## src/rtl/core/obrb_pkg.sv

```systemverilog
// Shared types and constants for the overwrite ring byte buffer.
package obrb_pkg;

  // Field widths fixed by the stream format.
  localparam int unsigned ModeW = 2;
  localparam int unsigned ByteW = 8;
  localparam int unsigned LenW  = 7;

  // Item kinds carried on the input tuser.
  localparam logic [ModeW-1:0] MODE_WRITE = 2'd0;
  localparam logic [ModeW-1:0] MODE_READ  = 2'd1;
  localparam logic [ModeW-1:0] MODE_CLEAR = 2'd2;

  // One read request leaving the sequencer, with the tags of its result.
  typedef struct packed {
    logic            valid;
    logic            last;
    logic            empty;
    logic [LenW-1:0] len;
  } issue_t;

  // One finished result beat.
  typedef struct packed {
    logic             empty;
    logic             last;
    logic [LenW-1:0]  len;
    logic [ByteW-1:0] data;
  } result_t;

endpackage

```

## src/rtl/core/obrb_ram.sv

```systemverilog
// Generic single-port-write, single-port-read RAM with registered read data.
module obrb_ram #(
  parameter int unsigned DataW = 8,
  parameter int unsigned Depth = 64
) (
  input  logic                     clk_i,
  input  logic                     we_i,
  input  logic [$clog2(Depth)-1:0] waddr_i,
  input  logic [DataW-1:0]         wdata_i,
  input  logic                     re_i,
  input  logic [$clog2(Depth)-1:0] raddr_i,
  output logic [DataW-1:0]         rdata_o
);

  logic [DataW-1:0] mem_q [Depth];
  logic [DataW-1:0] rdata_q;

  // Write port.
  always_ff @(posedge clk_i) begin
    if (we_i) begin
      mem_q[waddr_i] <= wdata_i;
    end
  end

  // Read port with registered read data.
  always_ff @(posedge clk_i) begin
    if (re_i) begin
      rdata_q <= mem_q[raddr_i];
    end
  end

  assign rdata_o = rdata_q;

endmodule

```

## src/rtl/core/obrb_ctrl.sv

```systemverilog
// Write pointer, wrap flag and read-out sequencer of the ring byte buffer.
module obrb_ctrl #(
  parameter int unsigned SIZE = 64
) (
  input  logic                              clk_i,
  input  logic                              rst_ni,
  input  logic                              in_valid_i,
  output logic                              in_ready_o,
  input  logic [obrb_pkg::ModeW-1:0]        in_mode_i,
  input  logic [obrb_pkg::ByteW-1:0]        in_byte_i,
  input  logic                              issue_ok_i,
  output logic                              ram_we_o,
  output logic [$clog2(SIZE)-1:0]           ram_waddr_o,
  output logic [obrb_pkg::ByteW-1:0]        ram_wdata_o,
  output logic                              ram_re_o,
  output logic [$clog2(SIZE)-1:0]           ram_raddr_o,
  output obrb_pkg::issue_t                  issue_o
);

  localparam int unsigned AddrW = $clog2(SIZE);
  localparam int unsigned PosW  = $clog2(SIZE + 1);
  localparam logic [PosW-1:0]  SizeP   = PosW'(SIZE);
  localparam logic [AddrW-1:0] LastA   = AddrW'(SIZE - 1);

  logic [PosW-1:0]              pos_q, pos_d;
  logic                         wrapped_q, wrapped_d;
  logic                         run_q, run_d;
  logic                         empty_q, empty_d;
  logic [AddrW-1:0]             addr_q, addr_d;
  logic [PosW-1:0]              remain_q, remain_d;
  logic [obrb_pkg::LenW-1:0]    len_q, len_d;
  logic                         accept;
  logic                         pos_full;
  logic [AddrW-1:0]             pos_addr;
  logic                         issue;
  logic                         run_last;

  assign in_ready_o = !run_q;
  assign accept     = in_valid_i && !run_q;
  assign pos_full   = (pos_q >= SizeP);
  // Position taken modulo SIZE; it only ever reaches SIZE itself.
  assign pos_addr   = pos_full ? '0 : pos_q[AddrW-1:0];
  assign issue      = run_q && issue_ok_i;
  assign run_last   = (remain_q == PosW'(1));

  // Write port: a write beat lands in the store in its accept cycle.
  assign ram_we_o    = accept && (in_mode_i == obrb_pkg::MODE_WRITE);
  assign ram_waddr_o = pos_addr;
  assign ram_wdata_o = in_byte_i;

  // Read port and the tags that travel with each read.
  assign ram_re_o      = issue && !empty_q;
  assign ram_raddr_o   = addr_q;
  assign issue_o.valid = issue;
  assign issue_o.last  = run_last;
  assign issue_o.empty = empty_q;
  assign issue_o.len   = len_q;

  // Next-state logic for the pointer, the wrap flag and the run.
  always_comb begin
    pos_d     = pos_q;
    wrapped_d = wrapped_q;
    run_d     = run_q;
    empty_d   = empty_q;
    addr_d    = addr_q;
    remain_d  = remain_q;
    len_d     = len_q;
    if (accept) begin
      unique case (in_mode_i)
        obrb_pkg::MODE_WRITE: begin
          pos_d     = pos_full ? PosW'(1) : pos_q + PosW'(1);
          wrapped_d = wrapped_q || pos_full;
        end
        obrb_pkg::MODE_READ: begin
          run_d = 1'b1;
          if (wrapped_q) begin
            empty_d  = 1'b0;
            addr_d   = pos_addr;
            remain_d = SizeP;
            len_d    = obrb_pkg::LenW'(SIZE);
          end else if (pos_q == '0) begin
            empty_d  = 1'b1;
            addr_d   = '0;
            remain_d = PosW'(1);
            len_d    = '0;
          end else begin
            empty_d  = 1'b0;
            addr_d   = '0;
            remain_d = pos_q;
            len_d    = obrb_pkg::LenW'(pos_q);
          end
        end
        obrb_pkg::MODE_CLEAR: begin
          pos_d     = '0;
          wrapped_d = 1'b0;
        end
        default: begin
        end
      endcase
    end else if (issue) begin
      remain_d = remain_q - PosW'(1);
      addr_d   = (addr_q == LastA) ? '0 : addr_q + AddrW'(1);
      if (run_last) begin
        run_d = 1'b0;
      end
    end
  end

  // Control state.
  always_ff @(posedge clk_i or negedge rst_ni) begin
    if (!rst_ni) begin
      pos_q     <= '0;
      wrapped_q <= 1'b0;
      run_q     <= 1'b0;
      empty_q   <= 1'b0;
      addr_q    <= '0;
      remain_q  <= '0;
      len_q     <= '0;
    end else begin
      pos_q     <= pos_d;
      wrapped_q <= wrapped_d;
      run_q     <= run_d;
      empty_q   <= empty_d;
      addr_q    <= addr_d;
      remain_q  <= remain_d;
      len_q     <= len_d;
    end
  end

`ifndef SYNTHESIS
  // The write position never runs past the store size.
  a_pos_range: assert property (@(posedge clk_i) disable iff (!rst_ni)
    pos_q <= SizeP)
    else $error("write position beyond store size");

  // An active run always has beats left to issue.
  a_run_remain: assert property (@(posedge clk_i) disable iff (!rst_ni)
    run_q |-> (remain_q != '0) && (remain_q <= SizeP))
    else $error("read run without beats left");

  // A run that issued its final beat stops in the next cycle.
  a_run_ends: assert property (@(posedge clk_i) disable iff (!rst_ni)
    issue && run_last |=> !run_q)
    else $error("read run continued past its final beat");
`endif

endmodule

```

## src/rtl/core/obrb_outq.sv

```systemverilog
// Two-entry result queue that decouples the read pipeline from the output.
module obrb_outq (
  input  logic               clk_i,
  input  logic               rst_ni,
  input  logic               push_i,
  input  obrb_pkg::result_t  push_data_i,
  input  logic               pop_i,
  output logic               valid_o,
  output obrb_pkg::result_t  head_o,
  output logic [1:0]         count_o
);

  obrb_pkg::result_t entry_q [2];
  logic              wptr_q, rptr_q;
  logic [1:0]        cnt_q;

  assign valid_o = (cnt_q != 2'd0);
  assign head_o  = entry_q[rptr_q];
  assign count_o = cnt_q;

  // Entry storage.
  always_ff @(posedge clk_i) begin
    if (push_i) begin
      entry_q[wptr_q] <= push_data_i;
    end
  end

  // Pointers and fill count.
  always_ff @(posedge clk_i or negedge rst_ni) begin
    if (!rst_ni) begin
      wptr_q <= 1'b0;
      rptr_q <= 1'b0;
      cnt_q  <= 2'd0;
    end else begin
      if (push_i) begin
        wptr_q <= !wptr_q;
      end
      if (pop_i) begin
        rptr_q <= !rptr_q;
      end
      cnt_q <= cnt_q + {1'b0, push_i} - {1'b0, pop_i};
    end
  end

`ifndef SYNTHESIS
  // The issue credit must never let a beat arrive at a full queue.
  a_no_overflow: assert property (@(posedge clk_i) disable iff (!rst_ni)
    push_i |-> (cnt_q != 2'd2) || pop_i)
    else $error("result queue overflow");
`endif

endmodule

```

## src/rtl/core/overwrite_ring_byte_buffer.sv

```systemverilog
// Write beat: one per cycle while no read run stalls the input, no result produced.
// Read beat: results pass the read registers and the result queue, then leave
// one per cycle with the output ready; input stalls while n reads (n = 1..SIZE) issue.
// Read rate is set by the single read port of the byte store, one entry per cycle.
// Reset clears the write position, the wrap flag and the result queue;
// the byte store itself is not cleared and holds undefined data until written.
module overwrite_ring_byte_buffer #(
  parameter int unsigned SIZE = 64
) (
  input  logic        clk_i,
  input  logic        rst_ni,
  input  logic        s_axis_tvalid_i,
  output logic        s_axis_tready_o,
  input  logic [7:0]  s_axis_tdata_i,   // [7:0] data_byte
  input  logic [1:0]  s_axis_tuser_i,   // [1:0] mode
  output logic        m_axis_tvalid_o,
  input  logic        m_axis_tready_i,
  output logic [15:0] m_axis_tdata_o,   // [7:0] out_byte, [14:8] msg_length, [15] zero
  output logic        m_axis_tlast_o,   // is_last
  output logic        m_axis_tuser_o    // is_empty
);

  localparam int unsigned AddrW = $clog2(SIZE);

  logic                       ram_we;
  logic [AddrW-1:0]           ram_waddr;
  logic [obrb_pkg::ByteW-1:0] ram_wdata;
  logic                       ram_re;
  logic [AddrW-1:0]           ram_raddr;
  logic [obrb_pkg::ByteW-1:0] ram_rdata;
  obrb_pkg::issue_t           issue;
  obrb_pkg::issue_t           infl_q;
  obrb_pkg::result_t          push_data;
  obrb_pkg::result_t          head;
  logic                       q_valid;
  logic [1:0]                 q_count;
  logic [1:0]                 occ_after;
  logic                       pop;
  logic                       issue_ok;

  // Pointer, wrap flag and read sequencer.
  obrb_ctrl #(
    .SIZE (SIZE)
  ) u_ctrl (
    .clk_i       (clk_i),
    .rst_ni      (rst_ni),
    .in_valid_i  (s_axis_tvalid_i),
    .in_ready_o  (s_axis_tready_o),
    .in_mode_i   (s_axis_tuser_i),
    .in_byte_i   (s_axis_tdata_i),
    .issue_ok_i  (issue_ok),
    .ram_we_o    (ram_we),
    .ram_waddr_o (ram_waddr),
    .ram_wdata_o (ram_wdata),
    .ram_re_o    (ram_re),
    .ram_raddr_o (ram_raddr),
    .issue_o     (issue)
  );

  // Byte store.
  obrb_ram #(
    .DataW (obrb_pkg::ByteW),
    .Depth (SIZE)
  ) u_store (
    .clk_i   (clk_i),
    .we_i    (ram_we),
    .waddr_i (ram_waddr),
    .wdata_i (ram_wdata),
    .re_i    (ram_re),
    .raddr_i (ram_raddr),
    .rdata_o (ram_rdata)
  );

  // Tags of the read in flight, aligned with the store's read data.
  always_ff @(posedge clk_i or negedge rst_ni) begin
    if (!rst_ni) begin
      infl_q <= '0;
    end else begin
      infl_q <= issue;
    end
  end

  assign push_data.empty = infl_q.empty;
  assign push_data.last  = infl_q.last;
  assign push_data.len   = infl_q.len;
  assign push_data.data  = infl_q.empty ? '0 : ram_rdata;

  // Issue a read only when the queue has room for it after this cycle's pop.
  assign pop       = q_valid && m_axis_tready_i;
  assign occ_after = q_count + {1'b0, infl_q.valid} - {1'b0, pop};
  assign issue_ok  = (occ_after < 2'd2);

  // Output queue.
  obrb_outq u_outq (
    .clk_i       (clk_i),
    .rst_ni      (rst_ni),
    .push_i      (infl_q.valid),
    .push_data_i (push_data),
    .pop_i       (pop),
    .valid_o     (q_valid),
    .head_o      (head),
    .count_o     (q_count)
  );

  assign m_axis_tvalid_o = q_valid;
  assign m_axis_tdata_o  = {1'b0, head.len, head.data};
  assign m_axis_tlast_o  = head.last;
  assign m_axis_tuser_o  = head.empty;

endmodule

```

## config.mk

```make
export PLATFORM = sky130hd
export DESIGN_NAME = overwrite_ring_byte_buffer
export DESIGN_NICKNAME = d
export VERILOG_FILES = /design/src/rtl/core/obrb_pkg.sv /design/src/rtl/core/obrb_ram.sv /design/src/rtl/core/obrb_ctrl.sv /design/src/rtl/core/obrb_outq.sv /design/src/rtl/core/overwrite_ring_byte_buffer.sv
export SDC_FILE = /design/constraint.sdc
export NUM_CORES = 1
export LEC_CHECK = 0
export BUFFER_PORTS_ARGS = -buffer_cell sky130_fd_sc_hd__buf_2
export CAP_MARGIN = 10
export CORE_MARGIN = 1.5
export CORE_UTILIZATION = 45
export CTS_CLUSTER_SIZE = 30
export DETAILED_ROUTE_END_ITERATION = 6
export GPL_ROUTABILITY_DRIVEN = 0
export PLACE_DENSITY_LB_ADDON = 0.3
export SETUP_SLACK_MARGIN = 0.4
export SLEW_MARGIN = 20
export SYNTH_ARGS = -nofsm -noshare
export SYNTH_HDL_FRONTEND = slang
export SYNTH_SLANG_ARGS = --single-unit
```

## constraint.sdc

```tcl
create_clock -name clk_i -period 6.35 [get_ports clk_i]
set_input_delay 1.27 -clock clk_i [delete_from_list [all_inputs] [get_ports clk_i]]
set_output_delay 1.27 -clock clk_i [all_outputs]
set_load 0.005 [all_outputs]
```

* Word level (Yosys, flattened, before mapping)
Memory sizes are Yosys's and may differ from the RTL's. A register that Yosys moved wholly into a read port is not among the register bits.
Cells that the tools add are included.
** Word-level totals
- Register bits after elaboration :: 44
- RAM bits :: 546
- Input port bits :: 14
- Output and inout port bits :: 20
- Word-level logic and storage cells :: 75
- Memories :: 2
** Cells by class
- Add/sub/neg operators :: 5
- Order comparisons :: 2
- Eq/ne operators :: 5
- Muxes and demuxes :: 27
- Reductions and logical operators :: 20
** Memory list
- u_store.mem_q :: depth 64, bits a word 8, read ports 1, clocked after memory_dff 1, write ports 1, line obrb_ram.sv:15 : logic [DataW-1:0] mem_q [Depth];
- u_outq.entry_q :: depth 2, bits a word 17, read ports 1, clocked after memory_dff 0, write ports 1, line obrb_outq.sv:13 : obrb_pkg::result_t entry_q [2];
** Operators with widths (number)
- 2-to-1 mux 7 bit :: 8
- 2-to-1 mux 6 bit :: 6
- one-hot mux 7 bit (2 select lines) :: 1
- 2-to-1 mux 1 bit :: 10
- 2-to-1 mux 8 bit :: 1
- nonzero test 2 bit :: 4
- adder 7 x 1 -> 7 bit (second input constant) :: 1
- == test 7 x 1 -> 1 bit (second input constant) :: 1
- >= comparator 7 bit (second input constant) :: 1
- zero test 7 bit :: 1
- subtractor 7 x 1 -> 7 bit (second input constant) :: 1
- adder 6 x 1 -> 6 bit (second input constant) :: 1
- == test 6 bit (second input constant) :: 1
- AND reduction 2 bit :: 3
- logical AND 1 bit :: 5
- zero test 1 bit :: 4
- AND reduction 3 bit :: 1
- adder 2 x 1 -> 2 bit :: 1
- == test 2 x 1 -> 1 bit (second input constant) :: 1
- == test 2 bit (second input constant) :: 1
- zero test 2 bit :: 1
- less-than comparator 2 bit (second input constant) :: 1
- inequality test 2 bit (second input constant) :: 1
- one-hot mux 1 bit (2 select lines) :: 1
- other kinds (2) :: 2

* Longest topological paths before layout
Gate-level depths: netlist of the first run.
- Depth after elaboration :: 7
- Depth in mapped cells :: 12
- Gate-level depth less buffers :: 11

* By module
From an unflattened synthesis of the first run, not the netlist that was laid out.
** Second synthesis, totals
- Cells, all modules :: 1237
- Area total of the unflattened synthesis :: 23840.4 µm²
** By module, submodules not included
- obrb_ram :: times used 1, cells an instance 940, area an instance 20246.9 µm², sequential area each 15615.0 µm²
- obrb_ctrl :: times used 1, cells an instance 204, area an instance 1765.4 µm², sequential area each 750.7 µm²
- obrb_outq :: times used 1, cells an instance 67, area an instance 1470.2 µm², sequential area each 1121.1 µm²
- overwrite_ring_byte_buffer :: times used 1, cells an instance 26, area an instance 357.8 µm², sequential area each 250.2 µm²

* Worst setup path before layout of the first run
OpenSTA, ideal clock, no wires.
- Path type :: input port to flip-flop
- Start point :: input s_axis_tuser_i[0]
- End point :: memory u_store.mem_q[61][0] (enable)
- Data arrival time :: 2765 ps
- Data required time :: 5980 ps
- Path slack :: 3214 ps
- Stages on the path :: 6
- Buffers on the path :: 1
- Path through :: or3b_1 -> clkbuf_1 -> or2_1 -> nor3_1 -> nand2_1 -> nor2_1
** Between the ends
- Word-level cells in the longest chain between the ends :: 4
** RTL lines
- start: declaration :: line overwrite_ring_byte_buffer.sv:15 : input logic [1:0] s_axis_tuser_i,
- zero test 2 bit :: line obrb_ctrl.sv:47 : assign ram_we_o = accept && (in_mode_i == obrb_pkg::MODE_WRITE);
- logical AND 1 bit :: line obrb_ctrl.sv:47
- 2-to-1 mux 1 bit :: line obrb_ram.sv:20 : if (we_i) begin
- 2-to-1 mux 1 bit (implied by the code) :: line obrb_ram.sv:21 : mem_q[waddr_i] <= wdata_i;
- end: declaration :: line obrb_ram.sv:15
No other way between the ends.

* Worst setup path after layout of the first run
- Start point :: input s_axis_tuser_i[0]
- End point :: memory u_store.mem_q[14][1] (enable)
Same word-level chain as after synthesis.

==> impl_metrics.csv, run 1 <==
group,metric,value,unit
clocking,cts-buffers-inserted,57,
detailed_routing,drcViolationCount,0,
sta,finalWorstPathRequiredPeriod,3980,ps
logic_synthesis,postSynthAreaPerCell,19.2,µm²
clocking,cts.hold.buffers_added,0,
detailed_routing,antenna_left,0,
logic_synthesis,postSynthRegisterBits,598,
placement,port-buffer-count,32,
sta,worstMarginPinSlew,1170,ps
setup_path,endpoint_kind,"register",
setup_path,startpoint_type,"input pin",
logic_synthesis,share_of_synthesized_registers_carrying_an_async_set_or_reset,7.36,%
die,initial_util,45.9,%
clocking,tritoncts,"done",
clocking,clk_root_buffer_cell,"sky130_fd_sc_hd__clkbuf_16",
sta,final_hold_viol_count,0,
run_status,outcome,"complete, no violations",
sta,tns,0,ps
setup_path,rr_startpoint,"u_ctrl.run_q$_DFFE_PN0P_",
logic_synthesis,synth_sequential_area_ratio,74.9,%
setup_path,r2r_slack,2700,ps
sta,final-max-slew-violation-count,0,
die,die_x,232,µm
clocking,cts.sinks,598,
logic_synthesis,netlist-cell-type-count,59,
detailed_routing,via_count,11900,
clocking,clk-insertion-delay-late,620,ps
layout,synthToLayoutAreaGrowth,11.1,%
detailed_routing,detail_route.vias_per_cell,5.94,
logic_synthesis,synth_edf_count,554,
logic_synthesis,syn-num-nets,1256,
detailed_routing,drt-total-wl,52200,µm
logic_synthesis,synth_ff_type,"sky130_fd_sc_hd__edfxtp_1",
setup_path,critical_path_required,6590,ps
layout,final.fill_count,4043,
hold_path,hold_path_startpoint,"u_ctrl.len_q[0]$_DFFE_PN0P_",
die,coreArea,51600,µm²
global_routing,grt_first_pass_wirelength,77600,µm
hold_path,whs_endpoint,"infl_q[0]$_DFF_PN0_",
die,die-height,232,µm
global_routing,grt_use_total,19.9,%
detailed_routing,wl_per_cell,26.1,µm
sta,max_freq,251,MHz
global_routing,global_route.overflow_total,0,
placement,hpwlAfterDp,30500,µm
sta,setup-violations-final,0,
sta,rsz_0062_raised_after_global_routing,"false",
detailed_routing,drtPass1Iterations,5,
power_and_ir_drop,leakagePower,8.54,nW
sta,finClkSkew,12.3,ps
setup_path,worstRegToRegCells,4,
layout,design.final.nets,1293,
detailed_routing,initialDrtViolationCount,1373,
logic_synthesis,synth.cell_area,23700,µm²
clocking,cts.repair_timing.setup_buffer_count,0,
layout,drive_above_1_share,20.9,%
clocking,clock_path_buffers,3,
power_and_ir_drop,peak_ir_drop_on_the_vdd_network,0.249,mV
placement,postPlaceCellArea,24400,µm²
hold_path,min-delay-path-class,"reg -> reg",
logic_synthesis,number_of_warnings_issued_by_yosys,0,
die,rows,83,
power_and_ir_drop,power_density_of_the_placed_cells,421,nW/µm²
setup_path,path_max_fanout,8,
global_routing,number_of_global_route_vias_before_repair,11700,
setup_path,r2r-end,"u_store.mem_q[14][1]$_DFFE_PP_",
sta,fin_crit_sh,62.7,%
clocking,cts.reportedPaths.clkPinSlew,60,ps
hold_path,hold_depth,0,
die,top_level_ports,34,
global_routing,initial_antenna_violation_count,0,
clocking,cts-htree-levels,2,
global_routing,grt_start_max_net_pins,65,
layout,num_antenna_cells,0,
setup_path,critical_path_class,"in -> reg",
setup_path,cp_data_arrival_time,4230,ps
clocking,cts_resized,0,
logic_synthesis,cell_count_after_synthesis,1235,
sta,max_slew_margin,21.6,%
die,dieArea,54000,µm²
layout,finish.instance_area,26300,µm²
run,drv_cap,0,
==> where the power goes <==
group | internal [W] | switching (W) | leakage [nW] | total [W]
logic | 0.00127 | 0.00141 | 2.07 | 0.00268
clock network | 0.00202 | 0.00140 | 0.916 | 0.00341
registers | 0.00460 | 0.000384 | 5.56 | 0.00499
total | 0.00789 | 0.00319 | 8.54 | 0.0111
==> sequential cells by signal, indices dropped and copies added (netlist names) <==
register,flops
u_store.mem_q,512
u_outq.entry_q,34
infl_q,10
u_store.rdata_o,8
u_ctrl.len_q,7
u_ctrl.pos_q,7
u_ctrl.remain_q,7
u_ctrl.ram_raddr_o,6
u_outq.count_o,2
u_ctrl.empty_q,1
u_ctrl.run_q,1
u_ctrl.wrapped_q,1
u_outq.rptr_q,1
u_outq.wptr_q,1
==> cells in the mapped netlist, types with 19 or more instances <==
| library cell | instances | area share, % |
|---|---|---|
| sky130_fd_sc_hd__edfxtp_1 | 554 | 70 |
| sky130_fd_sc_hd__mux4_2 | 108 | 10 |
| sky130_fd_sc_hd__nor2_1 | 88 | 1.4 |
| sky130_fd_sc_hd__nand2_1 | 49 | 0.78 |
| sky130_fd_sc_hd__dfrtp_1 | 44 | 4.6 |
| sky130_fd_sc_hd__mux2_2 | 36 | 1.7 |
| sky130_fd_sc_hd__mux2i_1 | 32 | 1.4 |
| sky130_fd_sc_hd__a21oi_1 | 25 | 0.53 |
| sky130_fd_sc_hd__nor2b_1 | 24 | 0.63 |
| sky130_fd_sc_hd__o22ai_1 | 22 | 0.58 |
| sky130_fd_sc_hd__clkbuf_1 | 21 | 0.33 |
| sky130_fd_sc_hd__o21ai_0 | 19 | 0.40 |
==> cell families after synthesis <==
| logic type | Yosys count | share of synthesized area [%] |
|---|---|---|
| other cells | 1 | 0.0158 |
| buf+inv | 79 | 2.01 |
| compound gates | 135 | 3.80 |
| fa+ha+maj | 7 | 0.370 |
| flops | 598 | 74.9 |
| simple gates | 229 | 4.61 |
| xor+xnor | 3 | 0.169 |
| mux | 183 | 14.1 |
==> cell type report <==
type / instances / area, µm² / area share [%]
Multi-Input combinational cell: 558 / 5470 / 20.8
Inverter: 15 / 56.3 / 0.214
Timing Repair Buffer: 42 / 280 / 1.07
Tap cell: 680 / 851 / 3.24
Sequential cell: 598 / 17700 / 67.5
Clock buffer: 77 / 1570 / 5.99
Clock inverter: 28 / 318 / 1.21
==> worst max-delay path by stage <==
stage                       from                              to  slack, ps  cells past startpoint
5_1_grt        s_axis_tuser_i[0]  u_store.mem_q[11][1]$_DFFE_PP_       2250                      5
3_3_place_gp   s_axis_tuser_i[0]  u_store.mem_q[43][1]$_DFFE_PP_       1940                      5
2_1_floorplan  s_axis_tuser_i[0]  u_store.mem_q[61][0]$_DFFE_PP_       3210                      6
3_5_place_dp   s_axis_tuser_i[0]  u_store.mem_q[27][7]$_DFFE_PP_       1840                      5
4_1_cts        s_axis_tuser_i[0]  u_store.mem_q[27][5]$_DFFE_PP_       2470                      5
6_report       s_axis_tuser_i[0]  u_store.mem_q[14][1]$_DFFE_PP_       2370                      5
==> critical path, stage by stage <==
cell	delay, ps
sky130_fd_sc_hd__buf_2	120
sky130_fd_sc_hd__or3b_1	500
sky130_fd_sc_hd__nor2_1	390
sky130_fd_sc_hd__nand4_1	990
sky130_fd_sc_hd__nor2_1	940
==> metrics by stage <==
step	hold WS (ps)	worst slack, ps	power, W	utilization, %	cells
finish	369	2370	0.0111	51.0	1998
global route	382	2250	0.0115	51.0	1998
CTS	371	2470	0.0112	51.0	1998
detailed placement	360	1840	0.00776	47.3	1893
global placement	360	1940	0.00771	47.3	1893
floorplan	354	3210	0.00701	-	1235
==> per-layer routing <==
layer | GRT usage [%] | wire, µm
met4 | 6.35 | 1310
met5 | 0 | 0
met1 | 29.2 | 22700
met3 | 3.49 | 4240
met2 | 30.2 | 24000
==> layout by cell type, fill, tap and decap left out, types with 4 or more instances in the layout <==
master	n
sky130_fd_sc_hd__nand3_1	15
sky130_fd_sc_hd__bufinv_16	7
sky130_fd_sc_hd__nand4_1	5
sky130_fd_sc_hd__ha_1	7
sky130_fd_sc_hd__nand2b_1	12
sky130_fd_sc_hd__o221ai_1	11
sky130_fd_sc_hd__clkbuf_1	15
sky130_fd_sc_hd__inv_1	15
sky130_fd_sc_hd__mux4_1	7
sky130_fd_sc_hd__clkinv_1	11
sky130_fd_sc_hd__o21ai_0	19
sky130_fd_sc_hd__clkinv_2	5
sky130_fd_sc_hd__or3_1	4
sky130_fd_sc_hd__edfxtp_1	554
sky130_fd_sc_hd__o21ai_1	7
sky130_fd_sc_hd__o2bb2ai_1	6
sky130_fd_sc_hd__a211oi_1	8
sky130_fd_sc_hd__nand2_1	49
sky130_fd_sc_hd__mux2_2	36
sky130_fd_sc_hd__a211o_1	10
sky130_fd_sc_hd__mux4_2	108
sky130_fd_sc_hd__a21oi_1	25
sky130_fd_sc_hd__or2_2	4
sky130_fd_sc_hd__o31ai_1	6
sky130_fd_sc_hd__buf_2	24
sky130_fd_sc_hd__nand3b_1	5
sky130_fd_sc_hd__nor2_1	88
sky130_fd_sc_hd__dfrtp_1	41
sky130_fd_sc_hd__clkbuf_16	59
sky130_fd_sc_hd__mux2i_1	32
sky130_fd_sc_hd__buf_4	16
sky130_fd_sc_hd__nor3_1	8
sky130_fd_sc_hd__nor2b_1	24
sky130_fd_sc_hd__o22ai_1	22
Note: power is estimated with default switching activity, not from simulation.
==> run 2: changes to the inputs <==
--- a/config.mk
+++ b/config.mk
@@ -5,6 +5,7 @@
 export SDC_FILE = /design/constraint.sdc
 export NUM_CORES = 1
 export LEC_CHECK = 0
+export ABC_AREA = 1
 export BUFFER_PORTS_ARGS = -buffer_cell sky130_fd_sc_hd__buf_2
 export CAP_MARGIN = 10
 export CORE_MARGIN = 1.5
==> constraint.sdc (replaced) <==
create_clock -name clk_i -period 3.5 [get_ports clk_i]
set_input_delay 0.7 -clock clk_i [delete_from_list [all_inputs] [get_ports clk_i]]
set_output_delay 0.7 -clock clk_i [all_outputs]
set_load 0.005 [all_outputs]
==> impl_metrics.csv, run 2 <==
group,metric,value,unit
global_routing,initial_antenna_violation_count,0,
setup_path,critical_path_class,"reg -> out",
die,die-height,237,µm
setup_path,critical_path_required,2800,ps
global_routing,grt_start_max_net_pins,243,
logic_synthesis,synth.cell_area,24600,µm²
clocking,tritoncts,"done",
sta,final-max-slew-violation-count,0,
detailed_routing,initialDrtViolationCount,1753,
detailed_routing,wl_per_cell,20.6,µm
logic_synthesis,number_of_warnings_issued_by_yosys,0,
clocking,cts-buffers-inserted,58,
layout,largest_register,"u_store.mem_q",
die,top_level_ports,34,
layout,largest_reg_flops,512,
layout,most_common_cell_after_layout_fill_and_taps_aside,"sky130_fd_sc_hd__nand2_1",
layout,synthToLayoutAreaGrowth,12.5,%
sta,final_hold_viol_count,0,
setup_path,startpoint_type,"register",
placement,hpwlAfterDp,36500,µm
clocking,cts_resized,0,
logic_synthesis,share_of_synthesized_registers_carrying_an_async_set_or_reset,7.36,%
setup_path,path_max_fanout,18,
logic_synthesis,synth_sequential_area_ratio,72.1,%
logic_synthesis,synth.most_common_cell,"sky130_fd_sc_hd__nand2_1",
clocking,cts-htree-levels,2,
global_routing,number_of_global_route_vias_before_repair,15500,
sta,finalWorstPathRequiredPeriod,2720,ps
detailed_routing,detail_route.vias_per_cell,5.50,
power_and_ir_drop,leakagePower,10.3,nW
logic_synthesis,synth_ff_type,"sky130_fd_sc_hd__edfxtp_1",
logic_synthesis,cell_count_after_synthesis,2145,
clocking,clk_root_buffer_cell,"sky130_fd_sc_hd__clkbuf_16",
layout,finish.instance_area,27700,µm²
detailed_routing,drcViolationCount,0,
sta,max_slew_margin,25.5,%
placement,postPlaceCellArea,25700,µm²
hold_path,min-delay-path-class,"in -> async",
sta,tns,0,ps
logic_synthesis,synth_edf_count,554,
sta,setup-violations-final,0,
logic_synthesis,netlist.area_leader.share,67.7,%
sta,fin_crit_sh,77.6,%
clocking,cts.hold.buffers_added,0,
detailed_routing,drt-total-wl,60200,µm
setup_path,endpoint_kind,"output pin",
placement,port-buffer-count,32,
sta,setup_slack,782,ps
run_status,outcome,"complete, no violations",
logic_synthesis,postSynthRegisterBits,598,
layout,layout_common_cells,"743 x sky130_fd_sc_hd__nand2_1, 554 x sky130_fd_sc_hd__edfxtp_1, 443 x sky130_fd_sc_hd__nand3_1, 98 x sky130_fd_sc_hd__nor2_1, 59 x sky130_fd_sc_hd__clkbuf_16",
clocking,clock_path_buffers,3,
die,coreArea,53900,µm²
die,rows,85,
detailed_routing,drtPass1Iterations,5,
placement,pre_cts_slack,413,ps
clocking,cts.reportedPaths.clkPinSlew,60,ps
die,die_x,237,µm
run,drv_cap,0,
layout,num_antenna_cells,0,
setup_path,cp_data_arrival_time,2020,ps
die,dieArea,56100,µm²
global_routing,grt_first_pass_wirelength,91600,µm
logic_synthesis,synth.cells.most_frequent,"743 x sky130_fd_sc_hd__nand2_1, 554 x sky130_fd_sc_hd__edfxtp_1, 443 x sky130_fd_sc_hd__nand3_1, 98 x sky130_fd_sc_hd__nor2_1, 67 x sky130_fd_sc_hd__buf_2",
logic_synthesis,postSynthAreaPerCell,11.5,µm²
clocking,cts.repair_timing.setup_buffer_count,0,
clocking,clk-insertion-delay-late,630,ps
global_routing,grt_use_total,21.6,%
logic_synthesis,netlist-cell-type-count,38,
sta,worstMarginPinSlew,1120,ps
clocking,cts.sinks,598,
layout,layout.area.seq,17700,µm²
logic_synthesis,post-synth-top-area-cell,"sky130_fd_sc_hd__edfxtp_1",
global_routing,global_route.overflow_total,0,
power_and_ir_drop,peak_ir_drop_on_the_vdd_network,0.753,mV
logic_synthesis,syn-num-nets,2166,
die,initial_util,45.6,%
detailed_routing,via_count,16100,
layout,top_flop_regs,"u_store.mem_q: 512 flops, u_outq.entry_q: 34 flops, infl_q: 10 flops",
layout,drive_above_1_share,9.65,%
logic_synthesis,synth_area_leaders,"sky130_fd_sc_hd__edfxtp_1 68%, sky130_fd_sc_hd__nand2_1 11%, sky130_fd_sc_hd__nand3_1 9.0%",
layout,final.fill_count,4543,
layout,multi_input_gate_area,6070,µm²
sta,rsz_0062_raised_after_global_routing,"false",
layout,design.final.nets,2199,
power_and_ir_drop,power_density_of_the_placed_cells,785,nW/µm²
sta,finClkSkew,26.1,ps
sta,max_freq,368,MHz
detailed_routing,antenna_left,0,
## run 2: changes by cell type after synthesis, moves of 13 or more
cell,previous run,this run
sky130_fd_sc_hd__a21oi_1,25,8
sky130_fd_sc_hd__nand2_1,49,743
sky130_fd_sc_hd__mux2i_1,32,0
sky130_fd_sc_hd__buf_2,15,67
sky130_fd_sc_hd__buf_1,3,16
sky130_fd_sc_hd__inv_1,15,41
sky130_fd_sc_hd__nand3_1,15,443
sky130_fd_sc_hd__nor2b_1,24,0
sky130_fd_sc_hd__mux4_2,108,0
sky130_fd_sc_hd__mux2_2,36,0
## run 2: path summary, 6_finish.rpt
kind / cells after the start / slack [ps] / start / endpoint
worst min register to register: 0 / 380 / u_ctrl.len_q[4]$_DFFE_PN0P_ / infl_q[4]$_DFF_PN0_
worst max-delay path: 5 / 780 / u_outq.rptr_q$_DFFE_PN0P_ / m_axis_tdata_o[13]
min in group clk_i: 3 / 360 / m_axis_tready_i / u_outq.rptr_q$_DFFE_PN0P_
max in group asynchronous: 1 / 2570 / rst_ni / u_ctrl.ram_raddr_o[1]$_DFFE_PN0P_
worst min-delay path: 1 / 230 / rst_ni / u_ctrl.empty_q$_DFFE_PN0P_
worst max register to register: 7 / 780 / u_ctrl.run_q$_DFFE_PN0P_ / u_store.mem_q[6][7]$_DFFE_PP_
## run 2: metrics by stage
step | util (%) | hold WS [ps] | instances | power [W]
finish | 51.3 | 235 | 2923 | 0.0217
global route | 51.3 | 296 | 2923 | 0.0228
CTS | 51.3 | 238 | 2923 | 0.0217
detailed placement | 47.6 | 364 | 2814 | 0.0153
global placement | 47.6 | 363 | 2814 | 0.0152
floorplan | - | 354 | 2145 | 0.0132
## run 2: layout make-up
| type | instances | area share [%] |
|---|---|---|
| timing repair buffer | 97 | 2.80 |
| tap | 696 | 3.15 |
| clock buffer | 77 | 5.91 |
| sequential | 598 | 64.2 |
| clock inverter | 32 | 1.35 |
| multi-input combinational | 1373 | 21.9 |
| inverter | 50 | 0.706 |
## run 2: logic make-up (layout without fill, tap and decap cells)
logic type                 count (synthesis)  count (layout)  share of synthesized area [%]
AOI/OAI and AO/OA                         51              51                           1.15
xor gates and xnor gates                  10              10                          0.356
adders and majority gates                  7               7                          0.356
buffers and inverters                    174             256                           3.20
DFF                                      598             598                           72.1
other                                      1               1                         0.0153
and+or+nand+nor                         1304            1304                           22.8
## run 2: report_power, final
group / switching (W) / leakage, nW / internal, W
sequential: 0.000315 / 5.57 / 0.00837
combinational: 0.00467 / 3.69 / 0.00185
clock: 0.00264 / 1.00 / 0.00387
total: 0.00762 / 10.3 / 0.0141
## run 2: worst max-delay path, stage by stage, from the launching register on
cell and delay (ps):
sky130_fd_sc_hd__dfrtp_1 320, sky130_fd_sc_hd__buf_4 220, sky130_fd_sc_hd__clkinv_1 470, sky130_fd_sc_hd__nand2_1 190
sky130_fd_sc_hd__nand2_1 70, sky130_fd_sc_hd__buf_2 120
## run 2: layer usage
metal	GRT usage, %	share of wire [%]	vias to the layer above	routed length (µm)
met4	8.10	3.4	0	2050
met1	29.7	42	7757	25500
met2	34.8	47	693	28200
met5	0	0	-	0
li1	-	-	7508	-
met3	3.61	7.5	119	4530
==> run 3: changes to the inputs <==
==> constraint.sdc (replaced) <==
create_clock -name clk_i -period 2.5 [get_ports clk_i]
set_input_delay 0.5 -clock clk_i [delete_from_list [all_inputs] [get_ports clk_i]]
set_output_delay 0.5 -clock clk_i [all_outputs]
set_load 0.005 [all_outputs]
==> impl_metrics.csv, run 3 (synthesized netlist as in run 2, its figures left out) <==
group,metric,value,unit
run_status,outcome,"complete, no violations",
layout,largest_reg_flops,512,
layout,top_flop_regs,"u_store.mem_q: 512 flops, u_outq.entry_q: 34 flops, infl_q: 10 flops",
clocking,cts.reportedPaths.clkPinSlew,60,ps
layout,drive_above_1_share,15.4,%
sta,final-max-slew-violation-count,0,
setup_path,endpoint_kind,"register",
sta,finClkSkew,25.3,ps
die,top_level_ports,34,
power_and_ir_drop,power_density_of_the_placed_cells,1100,nW/µm²
hold_path,min-delay-path-class,"in -> reg",
run,drv_cap,0,
layout,num_antenna_cells,0,
sta,setup-violations-final,0,
sta,max_freq,463,MHz
clocking,clock_path_buffers,3,
setup_path,critical_path_required,2830,ps
setup_path,rr_startpoint,"u_ctrl.ram_raddr_o[0]$_DFFE_PN0P_",
power_and_ir_drop,cell_internal_pwr,0.0204,W
hold_path,hold_path_startpoint,"m_axis_tready_i",
power_and_ir_drop,clockPowerShare,26.8,%
detailed_routing,wl_per_cell,21.0,µm
sta,fin_crit_sh,86.3,%
detailed_routing,drt-total-wl,63200,µm
setup_path,worstSetupStartpoint,"u_ctrl.ram_raddr_o[0]$_DFFE_PN0P_",
detailed_routing,met2RoutedLength,29500,µm
clocking,clk_root_buffer_cell,"sky130_fd_sc_hd__clkbuf_16",
detailed_routing,drtPass1Iterations,6,
power_and_ir_drop,peak_ir_drop_on_the_vdd_network,0.713,mV
detailed_routing,antenna_left,0,
sta,setup_slack,342,ps
layout,layout.cells.non_filler,3009,
layout,design.final.nets,2287,
die,dieArea,56100,µm²
detailed_routing,met1Wirelength,26500,µm
power_and_ir_drop,netSwitchingFraction,35.9,%
clocking,tritoncts,"done",
layout,largest_register,"u_store.mem_q",
clocking,cts-buffers-inserted,57,
clocking,cts-htree-levels,2,
sta,tns,0,ps
power_and_ir_drop,seqPwrFrac,38.1,%
global_routing,grt_start_max_net_pins,81,
sta,rsz_0062_raised_after_global_routing,"true",
die,die_x,237,µm
die,coreArea,53900,µm²
die,die-height,237,µm
global_routing,number_of_global_route_vias_before_repair,16100,
global_routing,initial_antenna_violation_count,1,
sta,final_hold_viol_count,0,
sta,finalWorstPathRequiredPeriod,2160,ps
layout,layout_common_cells,"727 x sky130_fd_sc_hd__nand2_1, 554 x sky130_fd_sc_hd__edfxtp_1, 421 x sky130_fd_sc_hd__nand3_1, 107 x sky130_fd_sc_hd__buf_4, 85 x sky130_fd_sc_hd__nor2_1",
power_and_ir_drop,design_power_total,0.0318,W
die,initial_util,45.6,%
sta,worstMarginPinSlew,725,ps
setup_path,critical_path_class,"reg -> reg",
placement,port-buffer-count,32,
placement,hpwlAfterDp,35800,µm
power_and_ir_drop,share_comb_of_total_power,35.1,%
detailed_routing,detailroute.wirelength.met3,4890,µm
power_and_ir_drop,power.switching,0.0114,W
clocking,clk-insertion-delay-late,620,ps
power_and_ir_drop,leakagePower,10.9,nW
detailed_routing,detail_route.vias_per_cell,5.55,
placement,placed_cells_incl_taps,2863,
setup_path,startpoint_type,"register",
layout,synthToLayoutAreaGrowth,17.9,%
global_routing,global_route.overflow_total,0,
setup_path,r2r_slack,340,ps
die,rows,85,
detailed_routing,drcViolationCount,0,
setup_path,cp_data_arrival_time,2490,ps
global_routing,grt_use_total,22.2,%
clocking,cts.sinks,598,
setup_path,path_max_fanout,24,
detailed_routing,initialDrtViolationCount,1811,
detailed_routing,highest_metal_used,"met5",
global_routing,grt_first_pass_wirelength,94200,µm
layout,most_common_cell_after_layout_fill_and_taps_aside,"sky130_fd_sc_hd__nand2_1",
placement,pre_cts_slack,126,ps
sta,max_slew_margin,51.7,%
layout,final.fill_count,4445,
detailed_routing,via_count,16700,
[run 3: final timing paths]
check                                                to  depth (start not counted)
setup / recovery           u_store.rdata_o[0]$_DFFE_PP_                         10
hold / removal                u_outq.rptr_q$_DFFE_PN0P_                          3
setup reg to reg           u_store.rdata_o[0]$_DFFE_PP_                         10
hold reg to reg                     infl_q[5]$_DFF_PN0_                          0
max in group asynchronous           infl_q[6]$_DFF_PN0_                          3
min in group asynchronous     u_outq.rptr_q$_DFFE_PN0P_                          2
[run 3: critical path, stage by stage (launching register included)]
cell and delay [ps]:
sky130_fd_sc_hd__dfrtp_4 580, sky130_fd_sc_hd__buf_6 170, sky130_fd_sc_hd__buf_4 210, sky130_fd_sc_hd__nand2_1 100, sky130_fd_sc_hd__nand3_1 100, sky130_fd_sc_hd__nand3_1 160, sky130_fd_sc_hd__nand2_1 90, sky130_fd_sc_hd__nand2_1 60
sky130_fd_sc_hd__nand3_1 100, sky130_fd_sc_hd__nand3_1 180, sky130_fd_sc_hd__nand2_1 150
[run 3: area by class of cell]
type / count / area, µm² / share of cell area, %
Clock inverter: 33 / 322 / 1.11
Multi-Input combinational cell: 1373 / 6370 / 22.0
Inverter: 50 / 223 / 0.768
Tap cell: 696 / 871 / 3.00
Timing Repair Buffer: 184 / 1930 / 6.64
Timing Repair inverter: 2 / 22.5 / 0.0777
Clock buffer: 73 / 1520 / 5.23
Sequential cell: 598 / 17700 / 61.2
[run 3: power groups by stage]
stage / Combinational, W / Sequential (W) / Clock, W
finish: 0.0112 / 0.0121 / 0.00852
floorplan: 0.00633 / 0.0121 / 0
detailed placement: 0.00934 / 0.0123 / 0
global route: 0.0122 / 0.0122 / 0.00898
global placement: 0.00920 / 0.0123 / 0
CTS: 0.0101 / 0.0121 / 0.00861
[run 3: metal layers]
| metal | vias to the layer above | track usage, % |
|---|---|---|
| li1 | 7686 | - |
| met4 | 2 | 9.42 |
| met1 | 8114 | 31.0 |
| met5 | - | 0 |
| met2 | 749 | 35.1 |
| met3 | 141 | 3.05 |
[run 3: what timing repair did]
item	4_1_cts	5_1_grt
gates cloned	5	7
buffers inserted	12	15
pin swaps	3	15
hold endpoints to repair	29	0
gates resized for setup	27	77
hold buffers	1	0
setup endpoints to repair	326	538
[run 3: metrics by stage]
stage / hold slack [ps] / instance area (µm²) / utilization (%)
2_1_floorplan: 204 / 24600 / -
3_3_place_gp: 362 / 26200 / 48.5
3_5_place_dp: 363 / 26200 / 48.5
4_1_cts: 134 / 28400 / 52.7
5_1_grt: 154 / 29000 / 53.8
6_report: 158 / 29000 / 53.8
